===== src/rtl/jtte_pkg.sv =====
// Shared types, codes and byte helpers for the JSON token text emitter.
package jtte_pkg;

  localparam int MAX_DEPTH = 8;
  localparam int DEPTH_W   = 4;
  localparam int LVL_W     = 3;
  localparam int SPC_W     = 6;

  localparam logic [DEPTH_W-1:0] DEPTH_LIMIT = DEPTH_W'(MAX_DEPTH);

  // event opcodes
  localparam logic [3:0] OP_OBJ_OPEN  = 4'd0;
  localparam logic [3:0] OP_OBJ_CLOSE = 4'd1;
  localparam logic [3:0] OP_ARR_OPEN  = 4'd2;
  localparam logic [3:0] OP_ARR_CLOSE = 4'd3;
  localparam logic [3:0] OP_STR_OPEN  = 4'd4;
  localparam logic [3:0] OP_STR_BYTE  = 4'd5;
  localparam logic [3:0] OP_STR_CLOSE = 4'd6;
  localparam logic [3:0] OP_RAW_OPEN  = 4'd7;
  localparam logic [3:0] OP_BOOL      = 4'd8;

  // status codes
  localparam logic [2:0] ST_OK           = 3'd0;
  localparam logic [2:0] ST_CLOSE_ROOT   = 3'd1;
  localparam logic [2:0] ST_WRONG_CLOSER = 3'd2;
  localparam logic [2:0] ST_KEY_NOT_STR  = 3'd3;
  localparam logic [2:0] ST_SECOND_ROOT  = 3'd4;
  localparam logic [2:0] ST_DEPTH_OVF    = 3'd5;
  localparam logic [2:0] ST_DANGLING_KEY = 3'd6;

  // config register indexes
  localparam logic CFG_FORMAT = 1'b0;
  localparam logic CFG_INDENT = 1'b1;

  // characters
  localparam logic [7:0] CH_NUL    = 8'h00;
  localparam logic [7:0] CH_NL     = 8'h0A;
  localparam logic [7:0] CH_SPACE  = 8'h20;
  localparam logic [7:0] CH_QUOTE  = 8'h22;
  localparam logic [7:0] CH_COMMA  = 8'h2C;
  localparam logic [7:0] CH_ZERO   = 8'h30;
  localparam logic [7:0] CH_COLON  = 8'h3A;
  localparam logic [7:0] CH_LBRACK = 8'h5B;
  localparam logic [7:0] CH_BSLASH = 8'h5C;
  localparam logic [7:0] CH_RBRACK = 8'h5D;
  localparam logic [7:0] CH_LBRACE = 8'h7B;
  localparam logic [7:0] CH_RBRACE = 8'h7D;
  localparam logic [7:0] CH_A_LC   = 8'h61;
  localparam logic [7:0] CH_B_LC   = 8'h62;
  localparam logic [7:0] CH_E_LC   = 8'h65;
  localparam logic [7:0] CH_F_LC   = 8'h66;
  localparam logic [7:0] CH_L_LC   = 8'h6C;
  localparam logic [7:0] CH_N_LC   = 8'h6E;
  localparam logic [7:0] CH_R_LC   = 8'h72;
  localparam logic [7:0] CH_S_LC   = 8'h73;
  localparam logic [7:0] CH_T_LC   = 8'h74;
  localparam logic [7:0] CH_U_LC   = 8'h75;

  typedef enum logic [2:0] {
    PH_IDLE, PH_COMMA, PH_NL, PH_SPACE, PH_BODY, PH_EMPTY
  } phase_t;

  typedef enum logic [1:0] {BK_CHAR, BK_ESC, BK_TRUE, BK_FALSE} body_kind_t;

  // what one event will emit
  typedef struct packed {
    logic             err;
    logic [2:0]       status;
    logic             comma;
    logic [7:0]       sep;
    logic             nl;
    logic [SPC_W-1:0] spaces;
    logic [2:0]       body_len;
    body_kind_t       body_kind;
    logic [7:0]       body_char;
  } plan_t;

  typedef struct packed {
    logic   accept;
    logic   commit;
    logic   emit;
    phase_t phase;
  } cmd_t;

  typedef struct packed {
    logic go;        // output slot free this cycle
    logic last;      // byte of the current phase ends the event
    logic p_err;     // live plan
    logic p_comma;
    logic p_nl;
    logic p_body;
    logic r_nl;      // committed plan
    logic r_spaces;
    logic sp_one;    // one space left
  } stat_t;

  function automatic logic [7:0] esc_code(input logic [7:0] c);
    logic [7:0] e;
    e = CH_NUL;
    if (c < 8'h20) begin
      case (c)
        8'h08:   e = CH_B_LC;
        8'h09:   e = CH_T_LC;
        8'h0A:   e = CH_N_LC;
        8'h0C:   e = CH_F_LC;
        8'h0D:   e = CH_R_LC;
        default: e = CH_U_LC;
      endcase
    end else if (c == CH_QUOTE) begin
      e = CH_QUOTE;
    end else if (c == CH_BSLASH) begin
      e = CH_BSLASH;
    end
    return e;
  endfunction

  function automatic logic [2:0] esc_len(input logic [7:0] c);
    logic [7:0] e;
    e = esc_code(c);
    if (e == CH_NUL) return 3'd1;
    if (e == CH_U_LC) return 3'd6;
    return 3'd2;
  endfunction

  function automatic logic [7:0] hex_char(input logic [3:0] n);
    if (n < 4'd10) return CH_ZERO + {4'b0, n};
    return 8'h37 + {4'b0, n};  // 'A' - 10
  endfunction

  function automatic logic [7:0] body_byte(input body_kind_t k, input logic [7:0] ch,
                                           input logic [2:0] idx);
    logic [7:0] b;
    logic [7:0] e;
    b = CH_NUL;
    e = esc_code(ch);
    case (k)
      BK_CHAR: b = ch;
      BK_TRUE: begin
        case (idx)
          3'd0:    b = CH_T_LC;
          3'd1:    b = CH_R_LC;
          3'd2:    b = CH_U_LC;
          default: b = CH_E_LC;
        endcase
      end
      BK_FALSE: begin
        case (idx)
          3'd0:    b = CH_F_LC;
          3'd1:    b = CH_A_LC;
          3'd2:    b = CH_L_LC;
          3'd3:    b = CH_S_LC;
          default: b = CH_E_LC;
        endcase
      end
      default: begin
        if (e == CH_NUL) begin
          b = ch;
        end else begin
          case (idx)
            3'd0:    b = CH_BSLASH;
            3'd1:    b = e;
            3'd2:    b = CH_ZERO;
            3'd3:    b = CH_ZERO;
            3'd4:    b = hex_char(ch[7:4]);
            default: b = hex_char(ch[3:0]);
          endcase
        end
      end
    endcase
    return b;
  endfunction

endpackage


===== src/rtl/jtte_ctrl.sv =====
// Event sequencer: walks separator, newline, indent and body phases.
module jtte_ctrl import jtte_pkg::*; (
  input  logic  clk,
  input  logic  rst_n,
  input  logic  in_valid,
  output logic  in_ready,
  input  stat_t stat,
  output cmd_t  cmd
);

  typedef enum logic [2:0] {
    S_IDLE, S_PLAN, S_COMMA, S_NL, S_SPACE, S_BODY, S_EMPTY
  } state_t;

  state_t state_r, state_nxt, after;
  logic   emitting;
  logic   done;

  always_comb begin
    emitting = (state_r != S_IDLE) && (state_r != S_PLAN);
    done     = emitting && stat.go && stat.last;
    in_ready = (state_r == S_IDLE) || done;
    after    = in_valid ? S_PLAN : S_IDLE;

    cmd.accept = in_ready && in_valid;
    cmd.commit = (state_r == S_PLAN);
    cmd.emit   = emitting && stat.go;

    unique case (state_r)
      S_COMMA: cmd.phase = PH_COMMA;
      S_NL:    cmd.phase = PH_NL;
      S_SPACE: cmd.phase = PH_SPACE;
      S_BODY:  cmd.phase = PH_BODY;
      S_EMPTY: cmd.phase = PH_EMPTY;
      default: cmd.phase = PH_IDLE;
    endcase

    state_nxt = state_r;
    unique case (state_r)
      S_IDLE: begin
        if (in_valid) state_nxt = S_PLAN;
      end
      S_PLAN: begin
        if (stat.p_err)        state_nxt = S_EMPTY;
        else if (stat.p_comma) state_nxt = S_COMMA;
        else if (stat.p_nl)    state_nxt = S_NL;
        else if (stat.p_body)  state_nxt = S_BODY;
        else                   state_nxt = S_EMPTY;
      end
      S_COMMA: begin
        if (stat.go) state_nxt = stat.last ? after : (stat.r_nl ? S_NL : S_BODY);
      end
      S_NL: begin
        if (stat.go) state_nxt = stat.last ? after : (stat.r_spaces ? S_SPACE : S_BODY);
      end
      S_SPACE: begin
        if (stat.go) state_nxt = stat.last ? after : (stat.sp_one ? S_BODY : S_SPACE);
      end
      S_BODY, S_EMPTY: begin
        if (stat.go && stat.last) state_nxt = after;
      end
      default: state_nxt = S_IDLE;
    endcase
  end

  always_ff @(posedge clk) begin
    if (!rst_n) begin
      state_r <= S_IDLE;
    end else begin
      state_r <= state_nxt;
    end
  end

endmodule


===== src/rtl/jtte_dp.sv =====
// Datapath: config, nesting stack, byte mode, event plan and output register.
module jtte_dp import jtte_pkg::*; (
  input  logic       clk,
  input  logic       rst_n,
  input  cmd_t       cmd,
  output stat_t      stat,
  input  logic [3:0] in_opcode,
  input  logic [7:0] in_data_byte,
  input  logic       in_raw_is_string,
  input  logic       cfg_valid,
  output logic       cfg_ready,
  input  logic       cfg_index,
  input  logic [2:0] cfg_data,
  output logic       out_valid,
  input  logic       out_ready,
  output logic [7:0] out_byte,
  output logic       out_byte_valid,
  output logic       out_last,
  output logic [2:0] out_status
);

  typedef enum logic [1:0] {MODE_NONE, MODE_STR, MODE_RAW} mode_t;

  logic               fmt_r;
  logic [2:0]         indent_r;
  logic [DEPTH_W-1:0] depth_r;
  logic               root_r;
  mode_t              mode_r, mode_nxt;

  logic [3:0]         ev_op_r;
  logic [7:0]         ev_data_r;
  logic               ev_raw_r;

  logic               is_arr_r  [MAX_DEPTH];
  logic               has_val_r [MAX_DEPTH];
  logic               odd_r     [MAX_DEPTH];

  plan_t              plan, plan_r;
  logic [SPC_W-1:0]   spc_cnt_r;
  logic [2:0]         idx_r;

  logic               out_valid_r;
  logic [7:0]         out_byte_r;
  logic               out_bv_r;
  logic               out_last_r;
  logic [2:0]         out_status_r;

  logic [LVL_W-1:0]   top_idx;
  logic               t_arr, t_hv, t_odd, at_root;
  logic [6:0]         prod_up, prod_dn;
  logic [2:0]         v_str, v_nonstr;
  logic               pfx_comma, pfx_nl;
  logic               is_value, is_open, is_close;
  logic               go;
  logic [7:0]         em_byte;
  logic               em_bv, em_last;
  logic [2:0]         em_status;

  assign cfg_ready = 1'b1;
  assign go        = !out_valid_r || out_ready;

  // ---- plan for the latched event against current state
  always_comb begin
    top_idx   = depth_r[LVL_W-1:0] - LVL_W'(1);
    t_arr     = is_arr_r[top_idx];
    t_hv      = has_val_r[top_idx];
    t_odd     = odd_r[top_idx];
    at_root   = (depth_r == '0);
    prod_up   = 7'(depth_r) * 7'(indent_r);
    prod_dn   = 7'(depth_r - DEPTH_W'(1)) * 7'(indent_r);
    pfx_comma = !at_root && t_hv;
    pfx_nl    = !at_root && fmt_r && (!t_hv || t_arr || !t_odd);
    v_str     = (at_root && root_r) ? ST_SECOND_ROOT : ST_OK;
    v_nonstr  = v_str;
    if (!at_root && !t_arr && !t_odd) v_nonstr = ST_KEY_NOT_STR;

    is_value = 1'b0;
    is_open  = 1'b0;
    is_close = 1'b0;

    plan           = '0;
    plan.sep       = (t_arr || !t_odd) ? CH_COMMA : CH_COLON;
    plan.spaces    = prod_up[SPC_W-1:0];
    plan.body_kind = BK_CHAR;

    unique case (ev_op_r) inside
      OP_OBJ_OPEN, OP_ARR_OPEN: begin
        is_value       = 1'b1;
        is_open        = 1'b1;
        plan.status    = v_nonstr;
        if (v_nonstr == ST_OK && depth_r >= DEPTH_LIMIT) plan.status = ST_DEPTH_OVF;
        plan.comma     = pfx_comma;
        plan.nl        = pfx_nl;
        plan.body_len  = 3'd1;
        plan.body_char = (ev_op_r == OP_ARR_OPEN) ? CH_LBRACK : CH_LBRACE;
      end
      OP_OBJ_CLOSE, OP_ARR_CLOSE: begin
        is_close = 1'b1;
        if (at_root)                                plan.status = ST_CLOSE_ROOT;
        else if ((ev_op_r == OP_ARR_CLOSE) != t_arr) plan.status = ST_WRONG_CLOSER;
        else if (ev_op_r == OP_OBJ_CLOSE && t_odd)   plan.status = ST_DANGLING_KEY;
        plan.nl        = fmt_r;
        plan.spaces    = prod_dn[SPC_W-1:0];
        plan.body_len  = 3'd1;
        plan.body_char = (ev_op_r == OP_ARR_CLOSE) ? CH_RBRACK : CH_RBRACE;
      end
      OP_STR_OPEN: begin
        is_value       = 1'b1;
        plan.status    = v_str;
        plan.comma     = pfx_comma;
        plan.nl        = pfx_nl;
        plan.body_len  = 3'd1;
        plan.body_char = CH_QUOTE;
      end
      OP_STR_BYTE: begin
        plan.body_char = ev_data_r;
        if (mode_r == MODE_STR) begin
          plan.body_kind = BK_ESC;
          plan.body_len  = esc_len(ev_data_r);
        end else if (mode_r == MODE_RAW) begin
          plan.body_len  = 3'd1;
        end
      end
      OP_STR_CLOSE: begin
        plan.body_char = CH_QUOTE;
        if (mode_r == MODE_STR) plan.body_len = 3'd1;
      end
      OP_RAW_OPEN: begin
        is_value    = 1'b1;
        plan.status = ev_raw_r ? v_str : v_nonstr;
        plan.comma  = pfx_comma;
        plan.nl     = pfx_nl;
      end
      OP_BOOL: begin
        is_value       = 1'b1;
        plan.status    = v_nonstr;
        plan.comma     = pfx_comma;
        plan.nl        = pfx_nl;
        plan.body_kind = ev_data_r[0] ? BK_TRUE : BK_FALSE;
        plan.body_len  = ev_data_r[0] ? 3'd4 : 3'd5;
      end
      default: ;
    endcase
    plan.err = (plan.status != ST_OK);

    // byte mode: set by clean opens, kept by bytes and raw string closes, else ends
    mode_nxt = MODE_NONE;
    unique case (ev_op_r) inside
      OP_STR_BYTE:  mode_nxt = mode_r;
      OP_STR_CLOSE: mode_nxt = (mode_r == MODE_STR) ? MODE_NONE : mode_r;
      OP_STR_OPEN:  mode_nxt = plan.err ? MODE_NONE : MODE_STR;
      OP_RAW_OPEN:  mode_nxt = plan.err ? MODE_NONE : MODE_RAW;
      default:      mode_nxt = MODE_NONE;
    endcase
  end

  // ---- byte for the current phase
  always_comb begin
    em_byte   = CH_NUL;
    em_bv     = 1'b1;
    em_last   = 1'b0;
    em_status = ST_OK;
    unique case (cmd.phase)
      PH_COMMA: begin
        em_byte = plan_r.sep;
        em_last = !plan_r.nl && (plan_r.body_len == '0);
      end
      PH_NL: begin
        em_byte = CH_NL;
        em_last = (plan_r.spaces == '0) && (plan_r.body_len == '0);
      end
      PH_SPACE: begin
        em_byte = CH_SPACE;
        em_last = (spc_cnt_r == SPC_W'(1)) && (plan_r.body_len == '0);
      end
      PH_BODY: begin
        em_byte = body_byte(plan_r.body_kind, plan_r.body_char, idx_r);
        em_last = (idx_r == plan_r.body_len - 3'd1);
      end
      PH_EMPTY: begin
        em_bv     = 1'b0;
        em_last   = 1'b1;
        em_status = plan_r.status;
      end
      default: em_bv = 1'b0;
    endcase
  end

  always_comb begin
    stat.go       = go;
    stat.last     = em_last;
    stat.p_err    = plan.err;
    stat.p_comma  = plan.comma;
    stat.p_nl     = plan.nl;
    stat.p_body   = (plan.body_len != '0);
    stat.r_nl     = plan_r.nl;
    stat.r_spaces = (plan_r.spaces != '0);
    stat.sp_one   = (spc_cnt_r == SPC_W'(1));
  end

  // ---- control state
  always_ff @(posedge clk) begin
    if (!rst_n) begin
      fmt_r       <= 1'b0;
      indent_r    <= 3'd4;
      depth_r     <= '0;
      root_r      <= 1'b0;
      mode_r      <= MODE_NONE;
      out_valid_r <= 1'b0;
    end else begin
      if (cfg_valid && cfg_ready) begin
        unique case (cfg_index)
          CFG_FORMAT: fmt_r    <= cfg_data[0];
          CFG_INDENT: indent_r <= cfg_data;
        endcase
      end
      if (cmd.commit) begin
        mode_r <= mode_nxt;
        if (!plan.err) begin
          if (is_value && at_root) root_r <= 1'b1;
          if (is_open)  depth_r <= depth_r + DEPTH_W'(1);
          if (is_close) depth_r <= depth_r - DEPTH_W'(1);
        end
      end
      if (cmd.emit)       out_valid_r <= 1'b1;
      else if (out_ready) out_valid_r <= 1'b0;
    end
  end

  // ---- stack, event, plan and output payload
  always_ff @(posedge clk) begin
    if (cmd.accept) begin
      ev_op_r   <= in_opcode;
      ev_data_r <= in_data_byte;
      ev_raw_r  <= in_raw_is_string;
    end
    if (cmd.commit) begin
      plan_r    <= plan;
      spc_cnt_r <= plan.spaces;
      idx_r     <= '0;
      if (!plan.err) begin
        if (is_value && !at_root) begin
          has_val_r[top_idx] <= 1'b1;
          odd_r[top_idx]     <= !t_odd;
        end
        if (is_open) begin
          is_arr_r[depth_r[LVL_W-1:0]]  <= (ev_op_r == OP_ARR_OPEN);
          has_val_r[depth_r[LVL_W-1:0]] <= 1'b0;
          odd_r[depth_r[LVL_W-1:0]]     <= 1'b0;
        end
      end
    end
    if (cmd.emit) begin
      if (cmd.phase == PH_SPACE) spc_cnt_r <= spc_cnt_r - SPC_W'(1);
      if (cmd.phase == PH_BODY)  idx_r     <= idx_r + 3'd1;
      out_byte_r   <= em_byte;
      out_bv_r     <= em_bv;
      out_last_r   <= em_last;
      out_status_r <= em_status;
    end
  end

  assign out_valid      = out_valid_r;
  assign out_byte       = out_byte_r;
  assign out_byte_valid = out_bv_r;
  assign out_last       = out_last_r;
  assign out_status     = out_status_r;

endmodule


===== src/rtl/json_token_text_emitter.sv =====
// Top level of the JSON token text emitter: sequencer plus datapath.
//
//  channel | ports                                         | dir
//  --------+-----------------------------------------------+-----
//  in      | in_valid/in_ready, opcode, data_byte, raw flag | sink
//  out     | out_valid/out_ready, byte, byte_valid, last, st| source
//  cfg     | cfg_valid/cfg_ready, index, data              | sink
//
// An event first passes the plan state, then emits its output beats (1..63);
// the next event is taken in the cycle its predecessor's last beat enters
// the output register. The single output register sets the pace: one beat
// per cycle while out_ready stays high.
// Reset (rst_n low, synchronous) empties the nesting stack, clears root
// and byte mode, and loads format off, indent 4.
// A stalled out_ready holds the sequencer in place; nothing is dropped.
module json_token_text_emitter import jtte_pkg::*; (
  input  logic       clk,
  input  logic       rst_n,
  input  logic       in_valid,
  output logic       in_ready,
  input  logic [3:0] in_opcode,
  input  logic [7:0] in_data_byte,
  input  logic       in_raw_is_string,
  output logic       out_valid,
  input  logic       out_ready,
  output logic [7:0] out_byte,
  output logic       out_byte_valid,
  output logic       out_last,
  output logic [2:0] out_status,
  input  logic       cfg_valid,
  output logic       cfg_ready,
  input  logic       cfg_index,
  input  logic [2:0] cfg_data
);

  cmd_t  cmd;    // sequencer -> datapath
  stat_t stat;   // datapath -> sequencer

  // phase sequencer: plan, separator, newline, indent run, body
  jtte_ctrl u_ctrl (
    .clk      (clk),
    .rst_n    (rst_n),
    .in_valid (in_valid),
    .in_ready (in_ready),
    .stat     (stat),
    .cmd      (cmd)
  );

  // stack, config, escaping and the output register
  jtte_dp u_dp (
    .clk              (clk),
    .rst_n            (rst_n),
    .cmd              (cmd),
    .stat             (stat),
    .in_opcode        (in_opcode),
    .in_data_byte     (in_data_byte),
    .in_raw_is_string (in_raw_is_string),
    .cfg_valid        (cfg_valid),
    .cfg_ready        (cfg_ready),
    .cfg_index        (cfg_index),
    .cfg_data         (cfg_data),
    .out_valid        (out_valid),
    .out_ready        (out_ready),
    .out_byte         (out_byte),
    .out_byte_valid   (out_byte_valid),
    .out_last         (out_last),
    .out_status       (out_status)
  );

  // a beat without a byte is always the closing beat of its event
  a_empty_is_last: assert property (@(posedge clk) disable iff (!rst_n)
    out_valid && !out_byte_valid |-> out_last)
    else $error("byte-less beat not marked last");

  // an error beat carries no byte and ends the event
  a_error_alone: assert property (@(posedge clk) disable iff (!rst_n)
    out_valid && (out_status != ST_OK) |-> !out_byte_valid && out_last)
    else $error("error status on a data beat");

  // every accepted event passes through the plan state before the next one is taken
  a_plan_gap: assert property (@(posedge clk) disable iff (!rst_n)
    in_valid && in_ready |=> !in_ready)
    else $error("input taken back to back without planning");

endmodule

===== config.mk =====
export PLATFORM = sky130hd
export DESIGN_NAME = json_token_text_emitter
export DESIGN_NICKNAME = d
export VERILOG_FILES = /design/src/rtl/jtte_pkg.sv /design/src/rtl/jtte_ctrl.sv /design/src/rtl/jtte_dp.sv /design/src/rtl/json_token_text_emitter.sv
export SDC_FILE = /design/constraint.sdc
export NUM_CORES = 1
export LEC_CHECK = 0
export BUFFER_PORTS_ARGS = -buffer_cell sky130_fd_sc_hd__buf_2
export CORE_ASPECT_RATIO = 1.5
export CORE_UTILIZATION = 60
export DETAILED_ROUTE_END_ITERATION = 12
export HOLD_SLACK_MARGIN = 0.15
export PLACE_DENSITY = 0.79
export SYNTH_ARGS = -nofsm -noshare
export SYNTH_HDL_FRONTEND = slang
export SYNTH_SLANG_ARGS = --single-unit

===== constraint.sdc =====
create_clock -name clk -period 4.43 [get_ports clk]
set_input_delay 0.886 -clock clk [delete_from_list [all_inputs] [get_ports clk]]
set_output_delay 0.886 -clock clk [all_outputs]
set_load 0.02 [all_outputs]

==> results of run 1 <==
cell type report:
cell class                 count  share of cell area (%)
clock inverter                 6                   0.916
multi-input combinational    539                    51.1
inverter                      38                    2.05
timing repair buffer          41                    3.13
sequential                    99                    36.9
tap                          144                    2.59
clock buffer                  10                    3.29
registers in the layout, indices dropped and copies added, names as in the netlist:
register,count
u_dp.out_byte,8
u_dp.mode_r,2
u_dp.stat,1
u_dp.ev_raw_r,1
u_dp.odd_r,8
u_dp.out_byte_valid,1
u_dp.spc_cnt_r,6
u_dp.ev_op_r,4
u_dp.out_status,3
u_dp.plan_r,24
u_dp.out_last,1
u_dp.indent_r,3
u_dp.is_arr_r,8
u_dp.fmt_r,1
u_ctrl.state_r,3
u_dp.ev_data_r,8
u_dp.root_r,1
u_dp.has_val_r,8
u_dp.out_valid,1
u_dp.idx_r,3
u_dp.depth_r,4
cells by family after synthesis:
family	Yosys count
compound gates	171
fa+ha+maj	38
mux	18
simple gates	293
buf+inv	86
flops	99
xor+xnor	18
other cells	1
per-layer routing:
metal	vias up	wire [µm]
met2	214	8640
li1	2632	-
met1	2681	5980
met5	-	0
met3	72	763
met4	0	1080
through the flow:
step                      util [%]  instance area (µm²)
after global routing          65.8                 6960
after global placement        63.0                 6670
final                         65.8                 6960
after CTS                     65.8                 6960
after floorplan                  -                 6510
after detailed placement      63.0                 6670
worst max-delay path, stage by stage (launching register included):
cell     delay [ns]
dfxtp_1        0.72
nand2_1        0.19
or2_2          0.36
nor4_1         0.70
nor2_1         0.25
o22ai_1        0.26
buf_2          0.21
power breakdown:
part | total, mW | leakage, nW | internal [mW] | switching, mW
Combinational | 1.50 | 1.65 | 0.553 | 0.951
Sequential | 1.52 | 0.883 | 1.26 | 0.258
Clock | 0.789 | 0.141 | 0.439 | 0.349
placed cells by master, fill, tap and decap left out, types with 5 or more instances in the layout:
master	count
nand2_1	85
nor2_1	59
edfxtp_1	59
a21oi_1	54
dfxtp_1	40
buf_2	36
inv_1	35
o21ai_0	32
ha_1	29
nand3_1	28
nor3_1	25
nor2b_1	16
nand2b_1	14
mux2i_1	12
xnor2_1	12
nor4_1	11
and2_1	9
clkbuf_16	9
o41ai_1	8
fa_1	8
nor3b_1	7
and3_1	7
a21boi_0	6
a31oi_1	6
or2_2	5
a211oi_1	5
o21a_1	5
or3_1	5
a211o_1	5
o211ai_1	5
buf_4	5
how the worst max path moves through the flow:
stage	cells after the start	slack [ns]	end
after floorplan	15	0.90	u_dp.plan_r[18]$_DFFE_PP_
after CTS	6	0.60	in_ready
after detailed placement	9	0.62	u_ctrl.state_r[0]$_SDFFE_PN0P_
after global placement	9	0.73	u_ctrl.state_r[0]$_SDFFE_PN0P_
final	6	0.51	in_ready
after global routing	9	0.23	u_ctrl.state_r[0]$_SDFFE_PN0P_
==> impl_metrics.py, run 1 <==
metrics = {
    "status": {
        "status": "complete, no violations",
    },
    "logic_synthesis": {
        "syn_inst": 724,
        "synth_simple_gate_area_share_pct": 22.7,
        "ys_top_cells_by_count": "85 x nand2_1, 59 x edfxtp_1, 59 x nor2_1, 54 x a21oi_1, 40 x dfxtp_1",
        "synth.largest_area_cell": "edfxtp_1",
        "synth-compound-area-share_pct": 17.6,
        "synth_seq_area_share_pct": 39.5,
        "postSynthAreaPerCell_um2": 8.99,
        "synthTopCellsByArea": "edfxtp_1 27%, dfxtp_1 12%, ha_1 5.6%, nand2_1 4.9%, a21oi_1 4.2%",
        "synth_xor_area_share_pct": 2.65,
        "ys_seq_elements": 99,
        "synth_top_area_share_pct": 27.2,
        "yosysMostFrequentCell": "nand2_1",
        "synth_top_family_by_area": "simple AND/OR/NAND/NOR gates",
        "syn_area_um2": 6510,
        "ys_warn_count": 0,
        "synthArstFlopShare_pct": 0,
        "synth_cell_types": 81,
        "synth_ff_type": "edfxtp_1",
        "synthesis.nets": 783,
        "synth_edf_count": 59,
        "synthAdderAreaFrac_pct": 8.21,
        "muxShareOfSynthArea_pct": 3.40,
    },
    "worst_setup_path": {
        "r2r_slack_ns": 0.60,
        "rr_endpoint": "u_ctrl.state_r[0]$_SDFFE_PN0P_",
        "required_ns": 3.54,
        "worst-r2r-cell-count": 9,
        "rr_startpoint": "u_dp.depth_r[1]$_SDFFE_PN0P_",
        "end_kind": "output pin",
        "cp.arrival_ns": 3.04,
        "start_kind": "flip-flop",
        "worstSetupStartpoint": "u_ctrl.state_r[0]$_SDFFE_PN0P_",
        "cp_max_fo": 19,
        "critical_path_class": "flip-flop to output pin",
    },
    "clock_network": {
        "cts_made_buffers": 9,
        "worstSkewPairLatency_ns": 0.35,
        "postCtsHoldBufs": 0,
        "cts_max_level": 3,
        "cts_resized": 0,
        "cts_setup_buffers": 0,
        "clk_path_buf_depth": 2,
        "clock-sinks": 99,
        "cts_root_buf": "clkbuf_16",
        "clkSlewWorstSetupHoldPaths_ns": 0.07,
        "cts_tree": "done",
    },
    "timing": {
        "hold_viol_final": 0,
        "max_freq_ghz": 0.255,
        "fin_crit_ns": 3.92,
        "finalCritPeriodShare_pct": 88.6,
        "fin_tns_setup_ns": 0,
        "skew_ns": 0.00591,
        "hold_ws_ns": 0.464,
        "finalMaxSlewViolations": 0,
        "setup_slack_ns": 0.506,
        "worst_pin_slew_ns": 1.01,
        "rsz0062_at_grt": "false",
        "setup_viol": 0,
        "relSlewSlack_pct": 32.3,
    },
    "grt": {
        "grt_max_degree": 31,
        "use_met3_pct": 4.52,
        "busiest_layer": "met2",
        "grt_use_met2_pct": 55.0,
        "grtUsageTotal_pct": 31.0,
        "grt_pass1_wl_um": 26400,
        "grt_pass1_vias": 5389,
        "grt_overflow": 0,
        "gr-usage-met1_pct": 33.2,
        "grt_antenna_before_repair": 0,
    },
    "drt": {
        "wire_per_inst_um": 18.8,
        "first_iter_violations": 387,
        "dr_total_vias": 5599,
        "first_pass_iters": 7,
        "via_per_inst": 6.38,
        "ant_nets": 0,
        "drc_errors": 0,
        "wirelength_um": 16500,
    },
    "die": {
        "row_count": 46,
        "fp.dieW_um": 87.1,
        "start_util_pct": 61.5,
        "die_h_um": 130,
        "core_area_um2": 10600,
        "die-area_um2": 11300,
        "io_pins": 38,
    },
    "layout": {
        "final_cells": 877,
        "area_delta_synth_final_pct": 6.98,
        "multiInputGateArea_um2": 3560,
        "num-fill-cells": 931,
        "ff_latch_area_um2": 2570,
        "insertedDiodeCount": 0,
        "layout-drive-gt1-share_pct": 11.2,
        "nets": 787,
    },
    "min_path": {
        "hp-start": "u_dp.odd_r[4]$_SDFFE_PP0P_",
        "hold_end": "u_dp.odd_r[4]$_SDFFE_PP0P_",
        "hold_class": "flip-flop to flip-flop",
        "holdPathStages": 2,
    },
    "pwr": {
        "power.total_mw": 3.81,
        "power_leakage_nw": 2.68,
        "ir_drop_v": 0.000290,
        "powerDensity_nw_per_um2": 548,
    },
    "placed_design": {
        "dp.cells": 861,
        "place.gp.congestion": 0.980,
        "pre_cts_ws_ns": 0.617,
        "dpl.hpwl_um": 12400,
        "io_buffers": 36,
    },
    "run": {
        "maxCapViolations": 0,
    },
}
Power figures use the tool's default switching activity.
==> run 2: changes to the inputs <==
--- a/config.mk
+++ b/config.mk
@@ -13,4 +13,5 @@
 export PLACE_DENSITY = 0.79
 export SYNTH_ARGS = -nofsm -noshare
 export SYNTH_HDL_FRONTEND = slang
+export SYNTH_HIERARCHICAL = 1
 export SYNTH_SLANG_ARGS = --single-unit
==> impl_metrics.py, run 2 <==
metrics = {
    "clock_network": {
        "cts_tree": "done",
        "worstSkewPairLatency_ns": 0.34,
        "cts_resized": 0,
        "clkSlewWorstSetupHoldPaths_ns": 0.07,
        "clk_path_buf_depth": 2,
        "clock-sinks": 99,
        "cts_setup_buffers": 0,
        "cts_max_level": 3,
        "cts_made_buffers": 9,
        "cts_root_buf": "clkbuf_16",
        "postCtsHoldBufs": 0,
    },
    "logic_synthesis": {
        "synth-compound-area-share_pct": 16.4,
        "synth_ff_type": "edfxtp_1",
        "synthesis.nets": 766,
        "ys_warn_count": 6,
        "synth_top_area_share_pct": 27.1,
        "synth_edf_count": 59,
        "postSynthAreaPerCell_um2": 9.28,
        "synth_xor_area_share_pct": 3.00,
        "ys_top_cells_by_count": "69 x nand2_1, 59 x edfxtp_1, 49 x nor2_1, 40 x dfxtp_1, 39 x inv_1",
        "synth_seq_area_share_pct": 39.3,
        "synthArstFlopShare_pct": 0,
        "synth.largest_area_cell": "edfxtp_1",
        "synth_simple_gate_area_share_pct": 21.4,
        "synth_top_family_by_area": "simple AND/OR/NAND/NOR gates",
        "synth_cell_types": 81,
        "yosysMostFrequentCell": "nand2_1",
        "ys_seq_elements": 99,
        "synthTopCellsByArea": "edfxtp_1 27%, dfxtp_1 12%, ha_1 6.1%, nand2_1 4.0%, o21ai_0 2.8%",
        "syn_inst": 705,
        "synthAdderAreaFrac_pct": 8.59,
        "muxShareOfSynthArea_pct": 5.24,
        "syn_area_um2": 6540,
    },
    "layout": {
        "largest_reg_flops": 24,
        "nets": 777,
        "layout-drive-gt1-share_pct": 12.8,
        "layout_common_cells": "69 x nand2_1, 59 x edfxtp_1, 49 x nor2_1",
        "insertedDiodeCount": 0,
        "largest_register": "u_dp/plan_r",
        "area_delta_synth_final_pct": 7.75,
        "layout_commonest_cell": "nand2_1",
    },
    "grt": {
        "grt_overflow": 0,
        "grt_max_degree": 37,
        "grt_pass1_wl_um": 23900,
        "grt_antenna_before_repair": 0,
        "grt_pass1_vias": 5073,
        "grtUsageTotal_pct": 27.2,
    },
    "pwr": {
        "powerDensity_nw_per_um2": 525,
        "power.total_mw": 3.70,
        "ir_drop_v": 0.000281,
        "power_leakage_nw": 2.83,
    },
    "die": {
        "io_pins": 38,
        "fp.dieW_um": 87.3,
        "start_util_pct": 61.8,
        "core_area_um2": 10600,
        "die_h_um": 130,
        "row_count": 46,
        "die-area_um2": 11300,
    },
    "drt": {
        "wirelength_um": 14800,
        "first_iter_violations": 377,
        "first_pass_iters": 5,
        "dr_total_vias": 5393,
        "ant_nets": 0,
        "drc_errors": 0,
        "wire_per_inst_um": 17.1,
        "via_per_inst": 6.23,
    },
    "timing": {
        "fin_tns_setup_ns": 0,
        "rsz0062_at_grt": "false",
        "worst_pin_slew_ns": 0.779,
        "finalCritPeriodShare_pct": 85.7,
        "setup_slack_ns": 0.634,
        "hold_viol_final": 0,
        "setup_viol": 0,
        "skew_ns": 0.00703,
        "max_freq_ghz": 0.263,
        "finalMaxSlewViolations": 0,
        "fin_crit_ns": 3.80,
        "relSlewSlack_pct": 48.0,
        "hold_ws_ns": 0.450,
    },
    "status": {
        "status": "complete, no violations",
    },
    "placed_design": {
        "pre_cts_ws_ns": 0.743,
        "dpl.hpwl_um": 11000,
        "place.gp.congestion": 0.998,
        "io_buffers": 36,
    },
    "worst_setup_path": {
        "start_kind": "flip-flop",
        "cp_max_fo": 16,
        "critical_path_class": "flip-flop to output pin",
        "end_kind": "output pin",
        "cp.arrival_ns": 2.91,
        "required_ns": 3.54,
    },
    "run": {
        "maxCapViolations": 0,
    },
    "min_path": {
        "hold_class": "flip-flop to flip-flop",
    },
}
run 2: worst max-delay path, cell delays in order (launching register included):
cell and delay, ns:
dfxtp_1 0.64, nor2b_1 0.29, a22o_1 0.32, nor2b_1 0.29, and3_1 0.19, a21oi_1 0.04
o21ai_0 0.18, buf_4 0.21, nand2_1 0.07, mux2i_1 0.15, buf_2 0.19
run 2: final cells by class:
| class | count | area (µm²) |
|---|---|---|
| inverter | 43 | 164 |
| clock buffer | 9 | 225 |
| timing repair buffer | 45 | 248 |
| tap | 144 | 180 |
| clock inverter | 7 | 73.8 |
| multi-input combinational | 518 | 3590 |
| fill | 883 | 3540 |
| sequential | 99 | 2570 |
run 2: kinds of logic after synthesis:
| kind of cell | after synthesis |
|---|---|
| muxes | 29 |
| xor gates and xnor gates | 20 |
| and+or+nand+nor | 271 |
| buffers and inverters | 88 |
| adders and majority gates | 41 |
| AOI/OAI and AO/OA | 156 |
| DFF | 99 |
| other | 1 |
run 2: power by group:
group,switching (mW),internal (mW)
combinational,0.872,0.550
clock,0.339,0.442
sequential,0.229,1.27
run 2: stage by stage:
step | utilization (%) | instance area (µm²) | instances
finish | 66.6 | 7050 | 865
global route | 66.6 | 7050 | 865
CTS | 66.6 | 7050 | 865
detailed placement | 63.7 | 6750 | 849
global placement | 63.7 | 6750 | 849
floorplan | - | 6540 | 705
run 2: worst paths after layout:
check	startpoint	end	slack (ns)	cells after the start
worst max-delay path	u_ctrl/state_r[0]$_SDFFE_PN0P_	in_ready	0.63	10
worst min-delay path	u_dp/has_val_r[7]$_SDFF_PP0_	u_dp/has_val_r[7]$_SDFF_PP0_	0.45	2
worst max register to register	u_dp/depth_r[1]$_SDFFE_PN0P_	u_ctrl/state_r[1]$_SDFFE_PN0P_	0.65	13
worst min register to register	u_dp/has_val_r[7]$_SDFF_PP0_	u_dp/has_val_r[7]$_SDFF_PP0_	0.45	2
run 2: per-layer routing:
layer  part of all wire (%)  up-vias  wire length, µm  track usage (%)
li1                       -     2576                -                -
met1                     38     2534             5660             30.1
met2                     52      216             7630             48.3
met3                    4.5       67              658             3.61
met4                    5.6        0              820             17.7
met5                      0        -                0                0
==> run 3: changes to the inputs <==
--- a/config.mk
+++ b/config.mk
@@ -10,6 +10,7 @@
 export CORE_UTILIZATION = 60
 export DETAILED_ROUTE_END_ITERATION = 12
 export HOLD_SLACK_MARGIN = 0.15
+export MAX_ROUTING_LAYER = met4
 export PLACE_DENSITY = 0.79
 export SYNTH_ARGS = -nofsm -noshare
 export SYNTH_HDL_FRONTEND = slang
==> impl_metrics.py, run 3 (same netlist as run 2, synthesis figures left out) <==
metrics = {
    "clock_network": {
        "clock-sinks": 99,
        "cts_made_buffers": 9,
        "clk_path_buf_depth": 2,
        "cts_max_level": 3,
        "cts_root_buf": "clkbuf_16",
        "clkSlewWorstSetupHoldPaths_ns": 0.07,
        "worstSkewPairLatency_ns": 0.35,
        "postCtsHoldBufs": 0,
        "cts_tree": "done",
        "cts_setup_buffers": 0,
        "cts_resized": 0,
    },
    "grt": {
        "grt_max_degree": 36,
        "grt_pass1_wl_um": 23900,
        "grtUsageTotal_pct": 28.6,
        "grt_antenna_before_repair": 0,
        "grt_pass1_vias": 5055,
        "grt_overflow": 0,
    },
    "timing": {
        "finalCritPeriodShare_pct": 85.4,
        "setup_slack_ns": 0.647,
        "max_freq_ghz": 0.264,
        "finalMaxSlewViolations": 0,
        "worst_pin_slew_ns": 0.899,
        "fin_crit_ns": 3.78,
        "skew_ns": 0.00778,
        "rsz0062_at_grt": "false",
        "fin_tns_setup_ns": 0,
        "hold_viol_final": 0,
        "relSlewSlack_pct": 39.6,
        "setup_viol": 0,
    },
    "layout": {
        "layout_common_cells": "69 x nand2_1, 59 x edfxtp_1, 49 x nor2_1",
        "ff_latch_area_um2": 2570,
        "nets": 776,
        "area_delta_synth_final_pct": 7.67,
        "final_cell_area_um2": 7040,
        "layout_commonest_cell": "nand2_1",
        "multiInputGateArea_um2": 3590,
        "largest_register": "u_dp/plan_r",
        "largest_reg_flops": 24,
        "insertedDiodeCount": 0,
        "final_util_pct": 66.5,
        "num-fill-cells": 924,
        "layout-drive-gt1-share_pct": 12.5,
    },
    "placed_design": {
        "placed_cell_area_um2": 6740,
        "pre_cts_ws_ns": 0.684,
        "io_buffers": 36,
        "dpl.hpwl_um": 11100,
        "place.gp.congestion": 1.04,
    },
    "worst_setup_path": {
        "cp_slowest_stage_delay_ns": 0.64,
        "cpMostUsedCell": "nor2b_1",
        "end_kind": "output pin",
        "cp_max_fo": 16,
        "cpLargestDelayFamily": "simple AND/OR/NAND/NOR gates",
        "worstPathCellList": "nor2b_1 -> a22o_1 -> nor2b_1 -> and3_1 -> a21oi_1 -> o21ai_0 -> buf_4 -> nand2_1 -> mux2i_1 -> buf_2",
        "required_ns": 3.54,
        "cp_slowest_cell": "dfxtp_1",
        "start_kind": "flip-flop",
        "critical_path_class": "flip-flop to output pin",
        "cp_num_buf_inv": 2,
        "cp.arrival_ns": 2.90,
    },
    "die": {
        "start_util_pct": 61.8,
        "die_h_um": 130,
        "die-area_um2": 11300,
        "core_area_um2": 10600,
        "fp.dieW_um": 87.3,
        "row_count": 46,
        "io_pins": 38,
    },
    "pwr": {
        "ir_drop_v": 0.000251,
        "power_leakage_nw": 2.81,
        "powerDensity_nw_per_um2": 527,
    },
    "drt": {
        "drc_errors": 0,
        "wirelength_um": 14900,
        "via_per_inst": 6.17,
        "dr_total_vias": 5331,
        "ant_nets": 0,
        "first_iter_violations": 322,
        "first_pass_iters": 5,
        "wire_per_inst_um": 17.3,
    },
    "min_path": {
        "hold_class": "flip-flop to flip-flop",
    },
    "run": {
        "maxCapViolations": 0,
    },
    "status": {
        "status": "complete, no violations",
    },
}
## run 3: cell types whose count changed in the layout (fill, tap and decap cells not counted)
cell        previous run  this run
clkinv_2               2         0
clkbuf_1               0         1
buf_4                  9         8
inv_8                  0         1
clkinvlp_4             1         3
inv_6                  3         1
## run 3: power by group
group	internal [mW]	total [mW]	leakage (nW)	switching, mW
clock network	0.444	0.789	0.137	0.345
logic	0.550	1.42	1.80	0.874
registers	1.27	1.50	0.879	0.232
## run 3: final cells by class
cell class | instances | share of cell area, %
clock buffers | 10 | 3.25
clock inverters | 6 | 1.03
flip-flops and latches | 99 | 36.5
repair buffers | 44 | 3.41
well taps | 144 | 2.56
multi-input cells | 518 | 50.9
inverters | 43 | 2.33
## run 3: worst paths after layout
path	start	endpoint	slack, ns	cells after the start
worst max-delay path	u_ctrl/state_r[0]$_SDFFE_PN0P_	in_ready	0.65	10
worst min-delay path	u_dp/has_val_r[7]$_SDFF_PP0_	u_dp/has_val_r[7]$_SDFF_PP0_	0.45	2
worst max register to register	u_dp/depth_r[1]$_SDFFE_PN0P_	u_dp/plan_r[18]$_DFFE_PP_	0.68	13
worst min register to register	u_dp/has_val_r[7]$_SDFF_PP0_	u_dp/has_val_r[7]$_SDFF_PP0_	0.45	2
## run 3: per-stage QoR
step / hold slack (ns) / total power [mW] / std cells
after floorplan: 0.424 / 2.55 / 705
after global placement: 0.441 / 2.87 / 848
after detailed placement: 0.454 / 2.92 / 848
after CTS: 0.463 / 3.71 / 864
after global routing: 0.498 / 3.94 / 864
final: 0.455 / 3.71 / 864
## run 3: routing by layer
layer | wire length, µm | track usage (%) | vias up
li1 | - | - | 2571
met1 | 5760 | 30.5 | 2535
met2 | 7970 | 50.9 | 182
met3 | 617 | 4.43 | 43
met4 | 569 | 14.2 | 0
met5 | 0 | - | -
## run 3: tightest hold or removal path, stage by stage, from the launching register on
cell and delay, ns:
dfxtp_1 0.31, inv_1 0.05, a2bb2oi_1 0.05
